[src/rtl/assert_macros.svh]
// Concurrent assertion helpers for the encoder tracker RTL.
// Expects clk and arst_n in the scope of each use.
`ifndef ASSERT_MACROS_SVH
`define ASSERT_MACROS_SVH

// Property checked at every rising clk edge, off while reset is held.
`define EAVT_ASSERT(lbl, prop, msg) \
	lbl: assert property (@(posedge clk) disable iff (!arst_n) (prop)) else $error(msg);

// Same-cycle implication.
`define EAVT_ASSERT_IMP(lbl, ante, cons, msg) \
	`EAVT_ASSERT(lbl, (ante) |-> (cons), msg)

// Next-cycle implication.
`define EAVT_ASSERT_NXT(lbl, ante, cons, msg) \
	`EAVT_ASSERT(lbl, (ante) |=> (cons), msg)

`endif

[src/rtl/eavt_pkg.sv]
// Package for the encoder angle/velocity tracker.
// Field widths, register indexes and register reset values. No dependencies.
`timescale 1ns / 1ps
`default_nettype none

package eavt_pkg;

	localparam int unsigned CprW    = 17;
	localparam int unsigned RateW   = 27;
	localparam int unsigned TickW   = 24;
	localparam int unsigned RawW    = 16;
	localparam int unsigned ReqW    = 2;
	localparam int unsigned AngleW  = 48;
	localparam int unsigned VelW    = 32;
	localparam int unsigned TurnW   = 32;
	localparam int unsigned CfgAddrW = 2;
	localparam int unsigned CfgDataW = 27;

	// register indexes
	localparam logic [CfgAddrW-1:0] REG_CPR      = 2'd0;
	localparam logic [CfgAddrW-1:0] REG_RATE     = 2'd1;
	localparam logic [CfgAddrW-1:0] REG_MAX_TICK = 2'd2;
	localparam logic [CfgAddrW-1:0] REG_FB_TICK  = 2'd3;

	// request kinds
	localparam logic [ReqW-1:0] REQ_INIT  = 2'd0;
	localparam logic [ReqW-1:0] REQ_ANGLE = 2'd1;
	localparam logic [ReqW-1:0] REQ_VEL   = 2'd2;

	// register reset values
	localparam logic [CprW-1:0]  CPR_RST      = 17'd4096;
	localparam logic [RateW-1:0] RATE_RST     = 27'd9000000;
	localparam logic [TickW-1:0] MAX_TICK_RST = 24'd4500000;
	localparam logic [TickW-1:0] FB_TICK_RST  = 24'd9000;

	// quotient bits produced by the divider
	localparam int unsigned QuotW = 33;

endpackage

`default_nettype wire

[src/rtl/encoder_angle_velocity_tracker.sv]
// Multi-turn angle and velocity tracker for an absolute single-turn encoder.
// Uses eavt_pkg and assert_macros.svh.
//
//   channel   dir  tdata (low bit up)                  tuser
//   s_axis    in   raw_count[15:0], timer_value[23:0]  req_type[1:0]
//   m_axis    out  angle_counts[47:0], velocity[31:0]  velocity_saturated
//   cfg       in   cfg_we / cfg_addr / cfg_data        -
//
// Velocity requests take two passes through the shared 33x28 multiplier and
// then the 33-step restoring divider, skipped when the rate is zero or the
// result saturates. One beat in flight; s_axis_tready only while idle.
// A finished beat waits in the output register while the core goes idle.
// Reset clears control, turn count and history registers; no clearing pass.
`timescale 1ns / 1ps
`default_nettype none
`include "assert_macros.svh"

module encoder_angle_velocity_tracker (
	input  wire logic                              clk,
	input  wire logic                              arst_n,
	input  wire logic                              s_axis_tvalid,
	output logic                                   s_axis_tready,
	// raw_count[15:0], timer_value[39:16]
	input  wire logic [39:0]                       s_axis_tdata,
	// req_type[1:0]
	input  wire logic [eavt_pkg::ReqW-1:0]         s_axis_tuser,
	output logic                                   m_axis_tvalid,
	input  wire logic                              m_axis_tready,
	// angle_counts[47:0], velocity[79:48]
	output logic [79:0]                            m_axis_tdata,
	// velocity_saturated[0]
	output logic                                   m_axis_tuser,
	input  wire logic                              cfg_we,
	input  wire logic [eavt_pkg::CfgAddrW-1:0]     cfg_addr,
	input  wire logic [eavt_pkg::CfgDataW-1:0]     cfg_data
);

	localparam logic [3:0] S_IDLE    = 4'd0;
	localparam logic [3:0] S_WRAP    = 4'd1;
	localparam logic [3:0] S_MUL_ANG = 4'd2;
	localparam logic [3:0] S_ANG     = 4'd3;
	localparam logic [3:0] S_DELTA   = 4'd4;
	localparam logic [3:0] S_MUL_LO  = 4'd5;
	localparam logic [3:0] S_MUL_HI  = 4'd6;
	localparam logic [3:0] S_ACC     = 4'd7;
	localparam logic [3:0] S_CHK     = 4'd8;
	localparam logic [3:0] S_DIV     = 4'd9;
	localparam logic [3:0] S_VEL     = 4'd10;
	localparam logic [3:0] S_DONE    = 4'd11;

	localparam int unsigned AccW = 75;
	localparam int unsigned ProdW = 61;

	logic [3:0] state_q;

	// configuration
	logic [eavt_pkg::CprW-1:0]  cpr_q;
	logic [eavt_pkg::RateW-1:0] rate_q;
	logic [eavt_pkg::TickW-1:0] max_tick_q;
	logic [eavt_pkg::TickW-1:0] fb_tick_q;

	// history
	logic [eavt_pkg::RawW-1:0]   last_raw_q;
	logic [eavt_pkg::TurnW-1:0]  turn_q;
	logic [eavt_pkg::AngleW-1:0] last_angle_q;
	logic [eavt_pkg::TickW-1:0]  last_timer_q;

	// working registers
	logic [eavt_pkg::ReqW-1:0]   req_q;
	logic [eavt_pkg::RawW-1:0]   raw_q;
	logic [eavt_pkg::TickW-1:0]  tmr_q;
	logic [eavt_pkg::TickW-1:0]  ticks_q;
	logic [eavt_pkg::AngleW-1:0] angle_q;
	logic [eavt_pkg::AngleW-1:0] mag_q;
	logic                        neg_q;
	logic [ProdW-1:0]            prod_q;
	logic [AccW-1:0]             acc_q;
	logic [eavt_pkg::TickW-1:0]  rem_q;
	logic [eavt_pkg::QuotW-1:0]  sh_q;
	logic [5:0]                  cnt_q;
	logic [eavt_pkg::VelW-1:0]   vel_q;
	logic                        sat_q;

	// output register
	logic                        out_valid_q;
	logic [eavt_pkg::AngleW-1:0] out_angle_q;
	logic [eavt_pkg::VelW-1:0]   out_vel_q;
	logic                        out_sat_q;

	// combinational
	logic [eavt_pkg::RawW-1:0]   raw_in;
	logic [eavt_pkg::TickW-1:0]  tmr_in;
	logic [eavt_pkg::RawW-1:0]   jump;
	logic [eavt_pkg::CprW+1:0]   jump5;
	logic [eavt_pkg::CprW+1:0]   cpr4;
	logic [eavt_pkg::TickW-1:0]  elapsed;
	logic [eavt_pkg::TickW-1:0]  ticks_sel;
	logic [eavt_pkg::AngleW-1:0] delta;
	logic signed [32:0]          mul_a;
	logic signed [27:0]          mul_b;
	logic signed [ProdW-1:0]     mul_p;
	logic [eavt_pkg::TickW:0]    div_t;
	logic                        div_ge;
	logic [eavt_pkg::TickW:0]    div_d;
	logic [eavt_pkg::QuotW-1:0]  lim;
	logic [eavt_pkg::VelW-1:0]   vmag;
	logic                        load_out;

	assign raw_in = s_axis_tdata[15:0];
	assign tmr_in = s_axis_tdata[39:16];

	assign s_axis_tready = (state_q == S_IDLE);
	assign m_axis_tvalid = out_valid_q;
	assign m_axis_tdata  = {out_vel_q, out_angle_q};
	assign m_axis_tuser  = out_sat_q;

	assign jump  = (raw_q >= last_raw_q) ? (raw_q - last_raw_q) : (last_raw_q - raw_q);
	assign jump5 = {1'b0, jump, 2'b00} + {3'b000, jump};
	assign cpr4  = {cpr_q, 2'b00};

	assign elapsed = last_timer_q - tmr_q;
	always_comb begin
		ticks_sel = elapsed;
		if (elapsed == '0 || elapsed > max_tick_q) begin
			ticks_sel = fb_tick_q;
		end
		if (ticks_sel == '0) begin
			ticks_sel = eavt_pkg::TickW'(1);
		end
	end

	assign delta = angle_q - last_angle_q;

	// shared multiplier
	always_comb begin
		case (state_q)
			S_MUL_ANG: begin
				mul_a = {turn_q[eavt_pkg::TurnW-1], turn_q};
				mul_b = {11'd0, cpr_q};
			end
			S_MUL_LO: begin
				mul_a = {9'd0, mag_q[23:0]};
				mul_b = {1'b0, rate_q};
			end
			default: begin
				mul_a = {9'd0, mag_q[47:24]};
				mul_b = {1'b0, rate_q};
			end
		endcase
	end
	assign mul_p = mul_a * mul_b;

	// restoring divider step
	assign div_t  = {rem_q, sh_q[eavt_pkg::QuotW-1]};
	assign div_ge = (div_t >= {1'b0, ticks_q});
	assign div_d  = div_t - {1'b0, ticks_q};

	assign lim  = neg_q ? 33'h080000000 : 33'h07fffffff;
	assign vmag = (sh_q > lim) ? lim[eavt_pkg::VelW-1:0] : sh_q[eavt_pkg::VelW-1:0];

	assign load_out = (state_q == S_DONE) && (!out_valid_q || m_axis_tready);

	always_ff @(posedge clk) begin
		prod_q <= mul_p;
	end

	always_ff @(posedge clk or negedge arst_n) begin
		if (!arst_n) begin
			cpr_q      <= eavt_pkg::CPR_RST;
			rate_q     <= eavt_pkg::RATE_RST;
			max_tick_q <= eavt_pkg::MAX_TICK_RST;
			fb_tick_q  <= eavt_pkg::FB_TICK_RST;
		end else if (cfg_we) begin
			case (cfg_addr)
				eavt_pkg::REG_CPR:      cpr_q      <= cfg_data[eavt_pkg::CprW-1:0];
				eavt_pkg::REG_RATE:     rate_q     <= cfg_data;
				eavt_pkg::REG_MAX_TICK: max_tick_q <= cfg_data[eavt_pkg::TickW-1:0];
				eavt_pkg::REG_FB_TICK:  fb_tick_q  <= cfg_data[eavt_pkg::TickW-1:0];
				default: ;
			endcase
		end
	end

	always_ff @(posedge clk or negedge arst_n) begin
		if (!arst_n) begin
			state_q      <= S_IDLE;
			last_raw_q   <= '0;
			turn_q       <= '0;
			last_angle_q <= '0;
			last_timer_q <= '0;
			cnt_q        <= '0;
		end else begin
			case (state_q)
				S_IDLE: begin
					if (s_axis_tvalid) begin
						state_q <= S_WRAP;
					end
				end
				S_WRAP: begin
					last_raw_q <= raw_q;
					if (req_q == eavt_pkg::REQ_INIT) begin
						turn_q       <= '0;
						last_timer_q <= '0;
						state_q      <= S_DONE;
					end else begin
						if (jump5 > cpr4) begin
							turn_q <= (raw_q > last_raw_q) ? turn_q - 1'b1 : turn_q + 1'b1;
						end
						state_q <= S_MUL_ANG;
					end
				end
				S_MUL_ANG: state_q <= S_ANG;
				S_ANG: begin
					state_q <= (req_q == eavt_pkg::REQ_VEL) ? S_DELTA : S_DONE;
				end
				S_DELTA: begin
					last_angle_q <= angle_q;
					last_timer_q <= tmr_q;
					state_q      <= S_MUL_LO;
				end
				S_MUL_LO: state_q <= S_MUL_HI;
				S_MUL_HI: state_q <= S_ACC;
				S_ACC:    state_q <= S_CHK;
				S_CHK: begin
					if (rate_q == '0 || acc_q[AccW-1:eavt_pkg::QuotW] >= {18'd0, ticks_q}) begin
						state_q <= S_DONE;
					end else begin
						cnt_q   <= 6'(eavt_pkg::QuotW);
						state_q <= S_DIV;
					end
				end
				S_DIV: begin
					cnt_q <= cnt_q - 1'b1;
					if (cnt_q == 6'd1) begin
						state_q <= S_VEL;
					end
				end
				S_VEL: state_q <= S_DONE;
				S_DONE: begin
					if (load_out) begin
						state_q <= S_IDLE;
					end
				end
				default: state_q <= S_IDLE;
			endcase
		end
	end

	// datapath, no reset
	always_ff @(posedge clk) begin
		case (state_q)
			S_IDLE: begin
				req_q <= s_axis_tuser;
				raw_q <= raw_in;
				tmr_q <= tmr_in;
			end
			S_WRAP: begin
				ticks_q <= ticks_sel;
				angle_q <= {32'd0, raw_q};
				vel_q   <= '0;
				sat_q   <= 1'b0;
			end
			S_ANG: begin
				angle_q <= prod_q[eavt_pkg::AngleW-1:0] + {32'd0, raw_q};
			end
			S_DELTA: begin
				neg_q <= delta[eavt_pkg::AngleW-1];
				mag_q <= delta[eavt_pkg::AngleW-1] ? (~delta + 1'b1) : delta;
			end
			S_MUL_HI: begin
				acc_q <= {24'd0, prod_q[50:0]};
			end
			S_ACC: begin
				acc_q <= acc_q + {prod_q[50:0], 24'd0};
			end
			S_CHK: begin
				rem_q <= acc_q[eavt_pkg::QuotW +: eavt_pkg::TickW];
				sh_q  <= acc_q[eavt_pkg::QuotW-1:0];
				if (rate_q != '0 && acc_q[AccW-1:eavt_pkg::QuotW] >= {18'd0, ticks_q}) begin
					sat_q <= 1'b1;
					vel_q <= neg_q ? 32'h80000000 : 32'h7fffffff;
				end
			end
			S_DIV: begin
				rem_q <= div_ge ? div_d[eavt_pkg::TickW-1:0] : div_t[eavt_pkg::TickW-1:0];
				sh_q  <= {sh_q[eavt_pkg::QuotW-2:0], div_ge};
			end
			S_VEL: begin
				sat_q <= (sh_q > lim);
				vel_q <= neg_q ? (~vmag + 1'b1) : vmag;
			end
			default: ;
		endcase
	end

	always_ff @(posedge clk or negedge arst_n) begin
		if (!arst_n) begin
			out_valid_q <= 1'b0;
		end else if (load_out) begin
			out_valid_q <= 1'b1;
		end else if (m_axis_tready) begin
			out_valid_q <= 1'b0;
		end
	end

	always_ff @(posedge clk) begin
		if (load_out) begin
			out_angle_q <= angle_q;
			out_vel_q   <= vel_q;
			out_sat_q   <= sat_q;
		end
	end

	`EAVT_ASSERT_NXT(a_busy_after_beat, s_axis_tvalid && s_axis_tready, !s_axis_tready, "core still ready after accepting a beat")
	`EAVT_ASSERT_IMP(a_div_cnt, state_q == S_DIV, cnt_q != '0, "divider running with zero step count")
	`EAVT_ASSERT_IMP(a_rem_below, state_q == S_DIV, rem_q < ticks_q, "divider remainder not below divisor")
	`EAVT_ASSERT_IMP(a_sat_value, m_axis_tvalid && m_axis_tuser, m_axis_tdata[79:48] == 32'h7fffffff || m_axis_tdata[79:48] == 32'h80000000, "saturated velocity not at a limit")

endmodule

`default_nettype wire
[config.mk]
export PLATFORM = sky130hd
export DESIGN_NAME = encoder_angle_velocity_tracker
export DESIGN_NICKNAME = d
export VERILOG_FILES = /design/src/rtl/eavt_pkg.sv /design/src/rtl/encoder_angle_velocity_tracker.sv
export VERILOG_INCLUDE_DIRS = /design/src /design/src/rtl
export SDC_FILE = /design/constraint.sdc
export NUM_CORES = 2
export LEC_CHECK = 0
export BUFFER_PORTS_ARGS = -buffer_cell sky130_fd_sc_hd__buf_4
export CELL_PAD_IN_SITES_DETAIL_PLACEMENT = 1
export CELL_PAD_IN_SITES_GLOBAL_PLACEMENT = 2
export CORE_MARGIN = 4
export CORE_UTILIZATION = 46
export CTS_BUF_LIST = sky130_fd_sc_hd__clkbuf_8 sky130_fd_sc_hd__clkbuf_16
export CTS_CLUSTER_DIAMETER = 60
export DETAILED_ROUTE_END_ITERATION = 8
export PLACE_DENSITY_LB_ADDON = 0.1
export RECOVER_POWER = 50
export SLEW_MARGIN = 25
export SYNTH_ARGS = -nofsm -noshare
export SYNTH_HDL_FRONTEND = slang
export SYNTH_SLANG_ARGS = --single-unit
[constraint.sdc]
create_clock -name clk -period 24.4 [get_ports clk]
set_input_delay 1.22 -clock clk [delete_from_list [all_inputs] [get_ports clk]]
set_output_delay 1.22 -clock clk [all_outputs]
set_load 0.005 [all_outputs]
# Yosys cells after proc, flatten, opt, wreduce, memory -nomap -nowiden
# Index checks and enable logic that the tools add are counted.
# totals
ff_bits	683
inputBits	76
output_inout_bits	83
wordCells	136
# op_classes
addsub	13
mul	1
n_lt_le_gt_ge	7
eq_ne	22
n_mux	34
n_bitwise	2
n_reduce_logical	29
# op_table
cell	count
$mux W32	8
$pmux W75 S2	1
$pmux W33 S2	2
$pmux W24 S2	2
$pmux W32 S3	1
$pmux W48 S2	1
$add A75 B75 Y75	1
$mux W24	3
$add A32 B1 Y32 const B	2
$mul A33 B28 Y51	1
$add A48 B1 Y48 const B	1
$add A48 B16 Y48	1
$logic_not A24 Y1	2
$not A48 Y48	1
$pmux W4 S12	1
$sub A24 B24 Y24	2
$sub A48 B48 Y48	1
$mux W47	1
$ge A42 B24 Y1	1
$gt A33 B32 Y1	1
$not A32 Y32	1
$sub A16 B16 Y16	2
$sub A32 B1 Y32 const B	1
$logic_not A27 Y1	1
33 further kinds	69

# Longest topological paths before layout
# depth
depth_word	7
mapped_depth	37
ltp_nobuf	34

# Worst setup path after synthesis
# OpenSTA, ideal clock, no wires.
# synth_path
path_kind	register to register
start	reg state_q[0]
end	reg prod_q[43]
setup_time_ns	0.072
arrival_ns	8.252
t_required_ns	24.328
setup_slack_ns	16.076
stages_incl_launch_ff	33
n_path_buf	3
period_less_slack_ns	8.324
path_cell_list	dfrtp_1 -> clkbuf_1 -> nand2b_1 -> nor3_1 -> nor2_1 -> clkbuf_1 -> clkbuf_1 -> a22o_1 -> a21oi_1 -> nor2_1 -> fa_1 -> fa_1 -> fa_1 -> inv_1 -> fa_1 -> inv_1 -> fa_1 -> inv_1 -> fa_1 -> fa_1 -> inv_1 -> ha_1 -> a21o_1 -> a21o_1 -> a21oi_1 -> o21ai_0 -> a311o_1 -> a41oi_1 -> o21ai_1 -> a41oi_1 -> o21ai_0 -> a21oi_1 -> xnor2_1
# synth_between
elab_chain_len	3
elab_cells_between_ends	5
classes_between	1 x mul; 2 x eq/ne; 2 x mux
# synth_rtl
item	line_no	text
start, declared	encoder_angle_velocity_tracker.sv:54	logic [3:0] state_q;
start signal, assigned	encoder_angle_velocity_tracker.sv:214	state_q <= (req_q == eavt_pkg::REQ_VEL) ? S_DELTA : S_DONE;
$eq A4 B3 Y1 or $eq A4 B2 Y1 (tied branches)	encoder_angle_velocity_tracker.sv:136	case (state_q)
$pmux W33 S2 or $mux W27 (tied branches)	encoder_angle_velocity_tracker.sv:136	
$mul A33 B28 Y51 *	encoder_angle_velocity_tracker.sv:151	assign mul_p = mul_a * mul_b;
named net mul_p[43]	encoder_angle_velocity_tracker.sv:101	logic signed [ProdW-1:0] mul_p;
end signal, assigned	encoder_angle_velocity_tracker.sv:164	prod_q <= mul_p;
end, declared	encoder_angle_velocity_tracker.sv:76	logic [ProdW-1:0] prod_q;
# Mark *: on every way through the listed nets, which the timed path passes. The rest lies on a longest branch.
# A chain may end at the register's enable or synchronous reset.

# Final worst setup path
# layout_path
start	reg state_q[0]
end	reg prod_q[50]
# The elaborated chain is that of the path after synthesis.

==> load_flow_metrics.sql <==
INSERT INTO impl_metrics (metric_group, metric, value, unit) VALUES
('outcome', 'status', 'complete, but fails checks', ''),
('outcome', 'violations', 'max-capacitance violations, max-slew violations', ''),
('drt', 'final_antenna_net_count', '0', ''),
('critical_path', 'worstSetupPathType', 'flip-flop to flip-flop', ''),
('global_route', 'globalRouteTotalUtil', '31.1', '%'),
('timing', 'rsz_0062_raised_after_global_routing', 'no', ''),
('drt', 'drt-wirelength-per-cell', '25.4', 'um'),
('timing', 'timing.final.crit_share', '41.4', '%'),
('critical_path', 'critical_path.most_common_cell', 'sky130_fd_sc_hd__fa_1', ''),
('synth', 'netlist_instances', '7352', ''),
('cts', 'clock_buffer_count_from_cts', '92', ''),
('cts', 'clkSinkCount', '683', ''),
('critical_path', 'worst-path-buf-inv', '6', ''),
('synth', 'synth_area', '69500', 'um^2'),
('drt', 'route.detailed.drc', '0', ''),
('critical_path', 'timing.critical_path.fanout_max', '48', ''),
('timing', 'hold_violations', '0', ''),
('synth', 'synth_warnings', '0', ''),
('synth', 'seq_area_frac_synth', '27.2', '%'),
('critical_path', 'timing.critical_path.required', '24.99', 'ns'),
('synth', 'post_synth_num_cell_types', '87', ''),
('layout', 'final_layout_size_suffix_gt1_share', '8.09', '%'),
('floorplan', 'die_x', '397', 'um'),
('synth', 'synth-main-ff-cell', 'sky130_fd_sc_hd__edfxtp_1', ''),
('synth', 'async_reset_ff_share', '32.7', '%'),
('critical_path', 'regToRegEndpoint', 'prod_q[50]', ''),
('min_path', 'worst_hold_start', 'vel_q[27]', ''),
('floorplan', 'boundaryPins', '159', ''),
('cts', 'clock_latency_of_the_later_clocked_register_in_the_worst_skew_pair', '0.73', 'ns'),
('critical_path', 'worstSetupPathDepth', '31', ''),
('critical_path', 'r2r_slack', '14.29', 'ns'),
('synth', 'post_synth.cell_area_avg', '9.46', 'um^2'),
('timing', 'slew_headroom', '-195', '%'),
('min_path', 'hold-path-endpoint', 'out_vel_q[27]', ''),
('cts', 'cts_root_buffer', 'sky130_fd_sc_hd__clkbuf_16', ''),
('cts', 'post_cts_resized', '0', ''),
('cts', 'cts.clk_slew.worst_paths', '0.06', 'ns'),
('layout', 'postLayoutCellArea', '76400', 'um^2'),
('layout', 'finalNonFillerCells', '9619', ''),
('synth', 'ys_ff_latch', '683', ''),
('synth', 'post_synth_edffs', '409', ''),
('floorplan', 'floorplan.die.height', '397', 'um'),
('timing', 'drv_slew', '671', ''),
('critical_path', 'worstPathArrival', '10.70', 'ns'),
('min_path', 'worstHoldPathType', 'flip-flop to flip-flop', ''),
('timing', 'worstMarginPinSlew', '4.43', 'ns'),
('layout', 'layout.filler_cells', '17198', ''),
('global_route', 'first_global_vias', '58122', ''),
('timing', 'timing.final.setup_violations', '0', ''),
('global_route', 'grt_antenna_before_repair', '5', ''),
('critical_path', 'capturing_element_type_of_the_critical_path', 'flip-flop', ''),
('timing', 'finalClockSkew', '0.0575', 'ns'),
('timing', 'timing.fmax', '98.9', 'MHz'),
('placed_design', 'dpl_cell_area', '73500', 'um^2'),
('timing', 'post_route_setup_tns', '0', 'ns'),
('global_route', 'grt_first_pass_wirelength', '369000', 'um'),
('critical_path', 'critical_path.max_stage_delay', '0.78', 'ns'),
('cts', 'cts_tree', 'done', ''),
('timing', 'final.min_clock_period', '10.11', 'ns'),
('critical_path', 'critical_path.top_delay_family', 'adder cells', ''),
('critical_path', 'critical-path-slowest-cell', 'sky130_fd_sc_hd__a21oi_1', ''),
('layout', 'finalNetCount', '8891', ''),
('placed_design', 'gpl.final_weighted_congestion', '0.955', ''),
('placed_design', 'numPortBuffers', '158', ''),
('drt', 'finalWirelength', '244000', 'um'),
('floorplan', 'fp-row-count', '142', ''),
('floorplan', 'die_area', '157000', 'um^2'),
('drt', 'detail_route.iter0.violations', '3975', ''),
('cts', 'cts_htree_levels', '3', ''),
('min_path', 'hold_path_depth', '0', ''),
('run', 'max-cap-violations', '15', '');
-- how the worst max path moves through the flow --
| stage | from | to | slack, ns |
|---|---|---|---|
| after CTS | state_q[2] | prod_q[50] | 14.10 |
| after global routing | state_q[2] | prod_q[50] | 13.84 |
| after global placement | state_q[2] | prod_q[50] | 14.36 |
| after detailed placement | state_q[2] | prod_q[50] | 14.13 |
| after floorplan | state_q[0] | prod_q[43] | 16.08 |
| final | state_q[0] | prod_q[50] | 14.29 |
-- synth_stat cells (44+ instances only) --
cell type	instances	area share [%]
sky130_fd_sc_hd__ha_1	489	8.8
sky130_fd_sc_hd__xor2_1	116	1.5
sky130_fd_sc_hd__inv_1	1198	6.5
sky130_fd_sc_hd__o31ai_1	45	0.49
sky130_fd_sc_hd__nor3_1	87	0.63
sky130_fd_sc_hd__a21oi_1	347	2.5
sky130_fd_sc_hd__mux2_2	121	2.0
sky130_fd_sc_hd__fa_1	807	23
sky130_fd_sc_hd__nand3_1	96	0.69
sky130_fd_sc_hd__mux2i_1	44	0.63
sky130_fd_sc_hd__a21o_1	186	2.0
sky130_fd_sc_hd__nand4_1	65	0.58
sky130_fd_sc_hd__o21bai_1	49	0.53
sky130_fd_sc_hd__o21a_1	46	0.50
sky130_fd_sc_hd__nand2b_1	53	0.48
sky130_fd_sc_hd__and3_1	119	1.1
sky130_fd_sc_hd__a22o_1	67	0.84
sky130_fd_sc_hd__nand2_1	738	4.0
sky130_fd_sc_hd__dfrtp_1	203	7.3
sky130_fd_sc_hd__o21ai_0	342	2.5
sky130_fd_sc_hd__clkbuf_1	233	1.3
sky130_fd_sc_hd__nor2_1	659	3.6
sky130_fd_sc_hd__dfxtp_1	51	1.5
sky130_fd_sc_hd__edfxtp_1	409	18
sky130_fd_sc_hd__and2_1	55	0.49
sky130_fd_sc_hd__xnor2_1	193	2.4
-- placed cells by master, fill, tap and decap left out, types with 16 or more instances in the layout --
cell,count
sky130_fd_sc_hd__edfxtp_1,409
sky130_fd_sc_hd__o211ai_1,28
sky130_fd_sc_hd__nor4_1,33
sky130_fd_sc_hd__mux2_4,16
sky130_fd_sc_hd__fa_1,807
sky130_fd_sc_hd__a211oi_1,26
sky130_fd_sc_hd__clkbuf_16,93
sky130_fd_sc_hd__a21oi_1,338
sky130_fd_sc_hd__clkbuf_1,49
sky130_fd_sc_hd__or2_2,27
sky130_fd_sc_hd__nand2b_1,52
sky130_fd_sc_hd__o21bai_1,49
sky130_fd_sc_hd__o31ai_1,45
sky130_fd_sc_hd__dfstp_2,20
sky130_fd_sc_hd__nor2_1,655
sky130_fd_sc_hd__dfrtp_1,203
sky130_fd_sc_hd__buf_4,139
sky130_fd_sc_hd__xor2_1,116
sky130_fd_sc_hd__and2_1,54
sky130_fd_sc_hd__conb_1,45
sky130_fd_sc_hd__o21ai_0,342
sky130_fd_sc_hd__mux2i_1,42
sky130_fd_sc_hd__o21a_1,46
sky130_fd_sc_hd__ha_1,489
sky130_fd_sc_hd__or3_1,36
sky130_fd_sc_hd__nand3_1,95
sky130_fd_sc_hd__nand2_1,737
sky130_fd_sc_hd__nand4_1,65
sky130_fd_sc_hd__dfxtp_1,51
sky130_fd_sc_hd__a31oi_1,35
sky130_fd_sc_hd__a21o_1,186
sky130_fd_sc_hd__mux2_2,120
sky130_fd_sc_hd__and3_1,119
sky130_fd_sc_hd__nor3_1,86
sky130_fd_sc_hd__inv_1,1206
sky130_fd_sc_hd__a22o_1,67
sky130_fd_sc_hd__xnor2_1,193
sky130_fd_sc_hd__clkbuf_4,93
sky130_fd_sc_hd__a22oi_1,31
sky130_fd_sc_hd__nor2b_1,40
-- metal layers --
| layer | GRT usage, % | wire (um) | vias to the layer above |
|---|---|---|---|
| met5 | 0 | 0 | - |
| met1 | 43.3 | 107000 | 28156 |
| met4 | 12.1 | 10800 | 0 |
| li1 | - | - | 24660 |
| met2 | 48.7 | 109000 | 1768 |
| met3 | 5.14 | 17400 | 340 |
-- cell type report --
class	count	share of cell area (%)
antenna	5	0.0164
clock buffer	98	3.13
clock inverter	75	0.998
inverter	1198	5.88
multi-input combinational	5262	59.4
sequential	683	24.7
tap	2016	3.30
timing repair buffer	282	2.53
-- state kept, by name, indices dropped and copies added, names as in the netlist, 27 cells and up --
name          cells
out_angle_q      48
rate_q           27
sh_q             33
vel_q            32
mag_q            48
turn_q           32
acc_q            75
last_angle_q     48
angle_q          48
prod_q           51
out_vel_q        32
-- cell families (layout without fill, tap and decap cells) --
| group | after synthesis | in the layout | synth area share, % |
|---|---|---|---|
| and+or+nand+nor | 2075 | 2075 | 13.5 |
| buffers and inverters | 1450 | 1653 | 7.86 |
| AOI/OAI and AO/OA | 1356 | 1356 | 12.6 |
| adders and majority gates | 1296 | 1296 | 32.0 |
| DFF | 683 | 683 | 27.2 |
| xor gates and xnor gates | 309 | 309 | 3.89 |
| muxes | 181 | 181 | 2.94 |
| other | 2 | 50 | 0.0108 |
-- per-stage QoR --
stage	utilization [%]	hold slack [ns]	setup WS [ns]
6_report	51.0	0.417	14.29
5_1_grt	51.0	0.421	13.84
4_1_cts	51.1	0.419	14.10
3_5_place_dp	49.0	0.405	14.13
3_3_place_gp	49.0	0.401	14.36
2_1_floorplan	-	0.400	16.08
Power is left out: the tool's default activity adds up to more than one toggle a clock period on the data nets, which glitch-free logic cannot reach.
